## src/rtl/t8cpu_pkg.sv

```systemverilog
`timescale 1ns / 1ps
// ----------------------------------------------------------------------------
// t8cpu_pkg
// Types and constants shared by the 8-bit toy processor step block.
// ----------------------------------------------------------------------------
package t8cpu_pkg;

   // sizes
   localparam int PROG_DEPTH_DEF = 128;
   localparam int NUM_REGS       = 4;
   localparam int DATA_DEPTH     = 8;
   localparam int REG_IDX_W      = $clog2(NUM_REGS);
   localparam int DATA_IDX_W     = $clog2(DATA_DEPTH);

   // item kinds
   localparam logic KIND_WRITE = 1'b0;
   localparam logic KIND_STEP  = 1'b1;

   // instruction classes (top three bits)
   localparam logic [2:0] CLS_MOVE   = 3'b000;
   localparam logic [2:0] CLS_ARITH  = 3'b001;
   localparam logic [2:0] CLS_SHIFT  = 3'b010;
   localparam logic [2:0] CLS_CMP    = 3'b011;
   localparam logic [2:0] CLS_OUT    = 3'b100;
   localparam logic [2:0] CLS_BRZ    = 3'b101;
   localparam logic [2:0] CLS_BRA    = 3'b110;
   localparam logic [2:0] CLS_BAD    = 3'b111;

   // move sub-operations (bits 4:3)
   localparam logic [1:0] MV_LOAD  = 2'b00;
   localparam logic [1:0] MV_STORE = 2'b01;
   localparam logic [1:0] MV_COPY  = 2'b10;
   localparam logic [1:0] MV_IMM   = 2'b11;

   // emitted characters
   localparam logic [7:0] CHAR_E = 8'h45;
   localparam logic [7:0] CHAR_I = 8'h49;

   typedef struct packed {
      logic       kind;
      logic [6:0] prog_address;
      logic [7:0] prog_byte;
   } req_type;

   typedef struct packed {
      logic       out_valid;
      logic [7:0] out_byte;
      logic       bad_opcode;
      logic       halted;
      logic [7:0] next_pc;
      logic       zero_now;
   } rsp_type;

endpackage

```

## src/rtl/tiny_8bit_cpu_step_top.sv

```systemverilog
`timescale 1ns / 1ps
// ----------------------------------------------------------------------------
// tiny_8bit_cpu_step_top
// 8-bit toy processor: program store loader and single-instruction stepper.
//
//   channel | ports                            | moves
//   --------+----------------------------------+-----------------------------
//   request | req_valid, req_stall, req_data   | program byte write or step
//   result  | rsp_valid, rsp_stall, rsp_data   | one result per request
//
// One request is taken every cycle unless req_stall is high; its result
// appears in the result register in the cycle after the transfer. The rate
// is set by the execute logic between the prefetched instruction register
// and the result register. The program store is read ahead, registered, at
// the next program counter. Reset clears all state but the store array and
// read/result data; entries read as zero until written, one valid bit each.
// req_stall is high only while a result waits and rsp_stall is high.
// ----------------------------------------------------------------------------
module tiny_8bit_cpu_step_top #(
   parameter int PROG_DEPTH = t8cpu_pkg::PROG_DEPTH_DEF
) (
   input  logic               clock,
   input  logic               reset,
   input  logic               req_valid,
   output logic               req_stall,
   input  t8cpu_pkg::req_type req_data,
   output logic               rsp_valid,
   input  logic               rsp_stall,
   output t8cpu_pkg::rsp_type rsp_data
);

   localparam int         ADDR_W = $clog2(PROG_DEPTH);
   localparam logic [8:0] DEPTH9 = 9'(PROG_DEPTH);

   // architectural state
   logic [7:0]                            pc_ff, pc_in;
   logic                                  zero_ff, zero_in;
   logic [t8cpu_pkg::NUM_REGS-1:0][7:0]   regs_ff, regs_in;
   logic [t8cpu_pkg::DATA_DEPTH-1:0][7:0] dmem_ff, dmem_in;

   // program store and prefetch
   logic [7:0]            prog_mem_ff [PROG_DEPTH];
   logic [PROG_DEPTH-1:0] valid_ff;
   logic [7:0]            mem_rd_ff;
   logic                  vld_rd_ff;
   logic                  byp_hit_ff;
   logic [7:0]            byp_data_ff;

   // result register
   logic               rsp_valid_ff;
   t8cpu_pkg::rsp_type rsp_data_ff, rsp_in;

   logic              req_fire;
   logic              halted;
   logic              wr_en;
   logic [ADDR_W-1:0] wr_idx;
   logic [ADDR_W-1:0] rd_idx;
   logic [7:0]        instr;
   logic [2:0]        cls;
   logic [t8cpu_pkg::REG_IDX_W-1:0]  x_idx, y_idx, a_idx, c_idx;
   logic [t8cpu_pkg::DATA_IDX_W-1:0] d_idx;
   logic [7:0]        arith;

   // handshake
   assign req_stall = rsp_valid_ff & rsp_stall;
   assign req_fire  = req_valid & ~req_stall;
   assign rsp_valid = rsp_valid_ff;
   assign rsp_data  = rsp_data_ff;

   // instruction fields
   assign instr = byp_hit_ff ? byp_data_ff : (vld_rd_ff ? mem_rd_ff : 8'h00);
   assign cls   = instr[7:5];
   assign x_idx = instr[4:3];
   assign y_idx = instr[1:0];
   assign a_idx = instr[1:0];
   assign c_idx = instr[2:1];
   assign d_idx = instr[2:0];
   assign arith = instr[2] ? (regs_ff[x_idx] - regs_ff[y_idx])
                           : (regs_ff[x_idx] + regs_ff[y_idx]);

   assign halted = ({1'b0, pc_ff} >= DEPTH9);

   // program store write and next-pc read address
   assign wr_en  = req_fire & (req_data.kind == t8cpu_pkg::KIND_WRITE)
                 & ({2'b00, req_data.prog_address} < DEPTH9);
   assign wr_idx = ADDR_W'(req_data.prog_address);
   assign rd_idx = ({1'b0, pc_in} < DEPTH9) ? ADDR_W'(pc_in) : '0;

   // execute
   always_comb begin
      regs_in = regs_ff;
      dmem_in = dmem_ff;
      pc_in   = pc_ff;
      zero_in = zero_ff;
      rsp_in  = '0;
      rsp_in.halted = halted;
      if (req_fire && req_data.kind == t8cpu_pkg::KIND_STEP && !halted) begin
         pc_in = pc_ff + 8'd1;
         case (cls)
            t8cpu_pkg::CLS_MOVE: begin
               case (x_idx)
                  t8cpu_pkg::MV_LOAD:  regs_in[0] = dmem_ff[d_idx];
                  t8cpu_pkg::MV_STORE: dmem_in[d_idx] = regs_ff[0];
                  t8cpu_pkg::MV_COPY:  regs_in[a_idx] = regs_ff[c_idx];
                  default:             regs_in[0] = {5'b00000, instr[2:0]};
               endcase
               zero_in = (regs_in[0] == 8'h00);
            end
            t8cpu_pkg::CLS_ARITH: begin
               regs_in[x_idx] = arith;
               zero_in        = (arith == 8'h00);
            end
            t8cpu_pkg::CLS_SHIFT: begin
               regs_in[x_idx] = instr[2] ? {4'h0, regs_ff[x_idx][7:4]}
                                         : {regs_ff[x_idx][3:0], 4'h0};
            end
            t8cpu_pkg::CLS_CMP: begin
               zero_in = (regs_ff[x_idx] == regs_ff[y_idx]);
            end
            t8cpu_pkg::CLS_OUT: begin
               rsp_in.out_valid = 1'b1;
               rsp_in.out_byte  = instr[3] ? t8cpu_pkg::CHAR_I : regs_ff[a_idx];
            end
            t8cpu_pkg::CLS_BRZ: begin
               if (zero_ff) begin
                  pc_in = regs_ff[a_idx];
               end
            end
            t8cpu_pkg::CLS_BRA: begin
               pc_in = regs_ff[a_idx];
            end
            default: begin
               rsp_in.out_valid  = 1'b1;
               rsp_in.out_byte   = t8cpu_pkg::CHAR_E;
               rsp_in.bad_opcode = 1'b1;
            end
         endcase
      end
      rsp_in.next_pc  = pc_in;
      rsp_in.zero_now = zero_in;
   end

   // architectural state registers
   always_ff @(posedge clock) begin
      if (reset) begin
         pc_ff   <= '0;
         zero_ff <= 1'b0;
         regs_ff <= '0;
         dmem_ff <= '0;
      end else begin
         pc_ff   <= pc_in;
         zero_ff <= zero_in;
         regs_ff <= regs_in;
         dmem_ff <= dmem_in;
      end
   end

   // program store array with registered read
   always_ff @(posedge clock) begin
      if (wr_en) begin
         prog_mem_ff[wr_idx] <= req_data.prog_byte;
      end
      mem_rd_ff   <= prog_mem_ff[rd_idx];
      byp_data_ff <= req_data.prog_byte;
   end

   // entry valid bits and write-to-fetch bypass
   always_ff @(posedge clock) begin
      if (reset) begin
         valid_ff   <= '0;
         vld_rd_ff  <= 1'b0;
         byp_hit_ff <= 1'b0;
      end else begin
         if (wr_en) begin
            valid_ff[wr_idx] <= 1'b1;
         end
         vld_rd_ff  <= valid_ff[rd_idx];
         byp_hit_ff <= wr_en & (wr_idx == rd_idx);
      end
   end

   // result register
   always_ff @(posedge clock) begin
      if (reset) begin
         rsp_valid_ff <= 1'b0;
      end else if (req_fire) begin
         rsp_valid_ff <= 1'b1;
      end else if (!rsp_stall) begin
         rsp_valid_ff <= 1'b0;
      end
   end

   always_ff @(posedge clock) begin
      if (req_fire) begin
         rsp_data_ff <= rsp_in;
      end
   end

`ifndef SYNTHESIS
   // invalid class always reports the error character
   a_bad_emits_e : assert property (@(posedge clock) disable iff (reset)
      rsp_valid_ff && rsp_data_ff.bad_opcode |->
         rsp_data_ff.out_valid && rsp_data_ff.out_byte == t8cpu_pkg::CHAR_E)
      else $error("bad opcode result without error character");

   // a halted result never leaves the counter inside the store
   a_halt_pc : assert property (@(posedge clock) disable iff (reset)
      rsp_valid_ff && rsp_data_ff.halted |-> {1'b0, rsp_data_ff.next_pc} >= DEPTH9)
      else $error("halted result with counter inside program store");

   // a write transfer never emits a byte
   a_write_silent : assert property (@(posedge clock) disable iff (reset)
      req_fire && req_data.kind == t8cpu_pkg::KIND_WRITE |=>
         rsp_valid_ff && !rsp_data_ff.out_valid && !rsp_data_ff.bad_opcode)
      else $error("write transfer produced an output byte");
`endif

endmodule

```

## config.mk

```make
export PLATFORM = sky130hd
export DESIGN_NAME = tiny_8bit_cpu_step_top
export DESIGN_NICKNAME = d
export VERILOG_FILES = /design/src/rtl/t8cpu_pkg.sv /design/src/rtl/tiny_8bit_cpu_step_top.sv
export SDC_FILE = /design/constraint.sdc
export NUM_CORES = 2
export LEC_CHECK = 0
export BUFFER_PORTS_ARGS = -buffer_cell sky130_fd_sc_hd__buf_2
export CORE_ASPECT_RATIO = 1.75
export CORE_MARGIN = 8
export CORE_UTILIZATION = 55
export DETAILED_ROUTE_END_ITERATION = 7
export PLACE_DENSITY = 0.69
export SETUP_SLACK_MARGIN = 0.1
export SKIP_LAST_GASP = 1
export SYNTH_ARGS = -nofsm -noshare
export SYNTH_HDL_FRONTEND = slang
export SYNTH_SLANG_ARGS = --single-unit
export TNS_END_PERCENT = 30
```

## constraint.sdc

```tcl
create_clock -name clock -period 7.9 [get_ports clock]
set_clock_uncertainty 0.15 [all_clocks]
set_input_delay 0 -clock clock [delete_from_list [all_inputs] [get_ports clock]]
set_output_delay 0 -clock clock [all_outputs]
set_load 0.02 [all_outputs]
```

==> run_results.csv <==
group,metric,value,unit
die,num_rows,153,
critical_path,path_class,"register to register",
routing,first_pass_iters,8,
logic_synthesis,synth.most_common_cell,"edfxtp_1",
die,fp.dieW,254.4,µm
cts,cts_hold_buf,20,
routing,drc,0,
sta,fin_setup_tns,0,ns
routing,via_per_inst,6.651,
cts,ctsResizeCount,0,
critical_path,crit_path_start_kind,"register",
routing,vias,39130,
logic_synthesis,ys_seq_elements,1296,
sta,worst_pin_slew,1.424,ns
cts,path_clk_slew,0.07,ns
power,p_leak,20.44,nW
logic_synthesis,seq_area_frac_synth,0.6654,
routing,wl,175400,µm
outcome,outcome,"finished clean",
sta,rsz0062_at_grt,"false",
sta,period_needed,6.655,ns
finish,n_fill_cell,7825,
cts,cts_root_buffer,"clkbuf_16",
cts,post_cts_buffers,0,
sta,period_share,0.8424,
routing,wl_met3,13980,µm
power,p_per_area,234.7,nW/µm²
routing,dr.max_layer_used,"met5",
cts,cts_tree,"done",
critical_path,cp_data_required_time,8.31,ns
cts,clock_latency,0.76,ns
logic_synthesis,netlist.area_leader.share,0.5732,
logic_synthesis,synth_edf_count,1044,
logic_synthesis,synth_area,54690,µm²
finish,utilization,0.6051,
die,io_pins,42,
die,dieArea,110200,µm²
cts,cts_made_buffers,112,
flow_run,cap_violations,0,
logic_synthesis,avgSynthCellArea,12.11,µm²
grt,antenna_found_initial,3,
grt,grt-ovfl-total,0,
logic_synthesis,synthTopCellsByArea,"edfxtp_1 57%, dfxtp_1 9.2%, nand2_1 5.5%",
cts,htree_num_levels,3,
sta,slew_violations,0,
die,die_h,433.2,µm
place,place.gp.congestion,1.021,
cts,cts.sinks,1296,
critical_path,arrival,7.07,ns
logic_synthesis,synthCells,4518,
logic_synthesis,async_flop_share,0,
finish,fin_cells,5884,
sta,max_slew_margin,0.04062,
routing,wl_per_cell,29.81,µm
logic_synthesis,synth_nets,4557,
finish,nets,4506,
die,initial_utilization,0.5526,
sta,finalHoldViolCount,0,
routing,ant_nets,0,
logic_synthesis,yosysWarnings,0,
logic_synthesis,ys_types,99,
logic_synthesis,ys.flop_type,"edfxtp_1",
sta,fmax,150.3,MHz
power,ir_drop,0.1758,mV
hold_path,hp-class,"primary input to register",
finish,drive_above_1_share,0.08260,
place,place_hpwl,113500,µm
grt,grt_max_degree,127,
finish,area_growth,9.498,%
grt,grt_pass1_vias,37950,
place,dp_cells,5649,
place,io_buffers,41,
routing,met2WireLength,85830,µm
routing,initialDrtViolationCount,4667,
logic_synthesis,synth_commonest_cells,"1044 x edfxtp_1, 808 x nand2_1, 338 x nor2_1, 252 x dfxtp_1, 246 x a21oi_1",
critical_path,worstPathMaxFanout,96,
critical_path,cp-end-kind,"register",
sta,setup_violations,0,
grt,grt_pass1_wl,252400,µm
logic_synthesis,synth_area_leader_cell,"edfxtp_1",
die,design.core.area,98970,µm²
routing,met1_length,58740,µm
cts,cts_buffer_depth,3,
grt,track_usage,0.3127,
-- cells by family after synthesis --
kind of cell               count (synthesis)  share of synthesized area
DFF                                     1296                     0.6654
adders and majority gates                 19                   0.004621
muxes                                    181                    0.03358
and+or+nand+nor                         1606                     0.1277
AOI/OAI and AO/OA                       1062                     0.1378
buffers and inverters                    340                    0.02860
xor gates and xnor gates                  14                   0.002242
-- final timing paths --
path | end | slack [ns] | cells past startpoint | start
max | vld_rd_ff$_SDFF_PP0_ | 1.24 | 13 | byp_hit_ff$_SDFF_PP0_
min reg2reg | valid_ff[42]$_SDFFE_PP0P_ | 0.31 | 1 | valid_ff[42]$_SDFFE_PP0P_
max reg2reg | vld_rd_ff$_SDFF_PP0_ | 1.24 | 13 | byp_hit_ff$_SDFF_PP0_
min | regs_ff[30]$_SDFFE_PP0P_ | 0.05 | 3 | reset
-- critical path: stages, from the launching register on --
cell and delay (ns):
dfxtp_1 0.75, nand2_1 0.22, and2_1 0.43, o2bb2ai_1 0.24
nor2_1 0.73, nand2_4 0.66, inv_8 0.76, buf_4 0.65
nand2_1 0.13, a21oi_1 0.14, o21ai_0 0.11, a21oi_1 0.44
a21oi_1 0.23, o32ai_1 0.77
-- final cells by class --
| type | count | area (µm²) | share of cell area |
|---|---|---|---|
| antenna | 3 | 7.507 | 0.0001254 |
| timing repair buffer | 148 | 1175 | 0.01962 |
| inverter | 27 | 118.9 | 0.001985 |
| tap | 1317 | 1648 | 0.02751 |
| multi-input combinational | 2882 | 16830 | 0.2811 |
| clock buffer | 150 | 3088 | 0.05156 |
| clock inverter | 61 | 623.1 | 0.01040 |
| sequential | 1296 | 36390 | 0.6077 |
-- layout by cell type (no fill, tap or decap), types with 16 or more instances in the layout --
| cell | netlist | routed |
|---|---|---|
| edfxtp_1 | 1044 | 1044 |
| nand2_1 | 808 | 806 |
| nor2_1 | 338 | 333 |
| dfxtp_1 | 252 | 252 |
| a21oi_1 | 246 | 246 |
| nand3_1 | 223 | 222 |
| mux2i_1 | 170 | 170 |
| o21a_1 | 131 | 131 |
| clkbuf_16 | 0 | 114 |
| a31oi_1 | 89 | 89 |
| buf_4 | 35 | 88 |
| o21ai_0 | 79 | 77 |
| a221oi_1 | 66 | 66 |
| a32oi_1 | 54 | 54 |
| o211ai_1 | 51 | 51 |
| and3_1 | 50 | 50 |
| nor3_1 | 48 | 47 |
| nor4_1 | 43 | 43 |
| a22oi_1 | 39 | 38 |
| a311oi_1 | 35 | 35 |
| buf_2 | 93 | 32 |
| a211oi_1 | 31 | 31 |
| a22o_1 | 29 | 29 |
| o22ai_1 | 26 | 26 |
| clkbuf_1 | 148 | 26 |
| and2_1 | 25 | 25 |
| o221ai_1 | 22 | 22 |
| inv_1 | 19 | 21 |
| dlygate4sd3_1 | 0 | 20 |
| clkinv_2 | 0 | 18 |
| ha_1 | 17 | 17 |
| clkinv_1 | 2 | 16 |
-- registers in the layout (all words and copies together) (netlist names), 8 cells and up --
name / cells
regs_ff: 32
mem_rd_ff: 8
pc_ff: 8
valid_ff: 128
dmem_ff: 64
rsp_data: 20
byp_data_ff: 8
prog_mem_ff: 1024
-- routing by layer --
layer | global-route usage | vias up
met5 | 0 | -
met4 | 0.2571 | 2
met3 | 0.05550 | 671
met2 | 0.5288 | 2237
met1 | 0.3405 | 19270
li1 | - | 16950
-- per-stage QoR --
stage          hold WS [ns]  setup WS [ns]  cell area, µm²  total power, mW
6_report            0.05165          1.245           59890            14.05
5_1_grt             0.06430          1.052           59880            14.35
4_1_cts           0.0003453          1.445           59870            14.04
3_5_place_dp         0.1373          1.467           55960            8.554
3_3_place_gp         0.1305          1.524           55960            8.545
2_1_floorplan       -0.1223          3.605           54690            8.110
-- where the power goes --
part           internal [mW]  total, mW  switching, mW
registers               7.39       7.44         0.0475
logic                  0.260       1.01          0.752
clock network           3.09       5.60           2.52
Note: power is estimated with default switching activity, not from simulation.
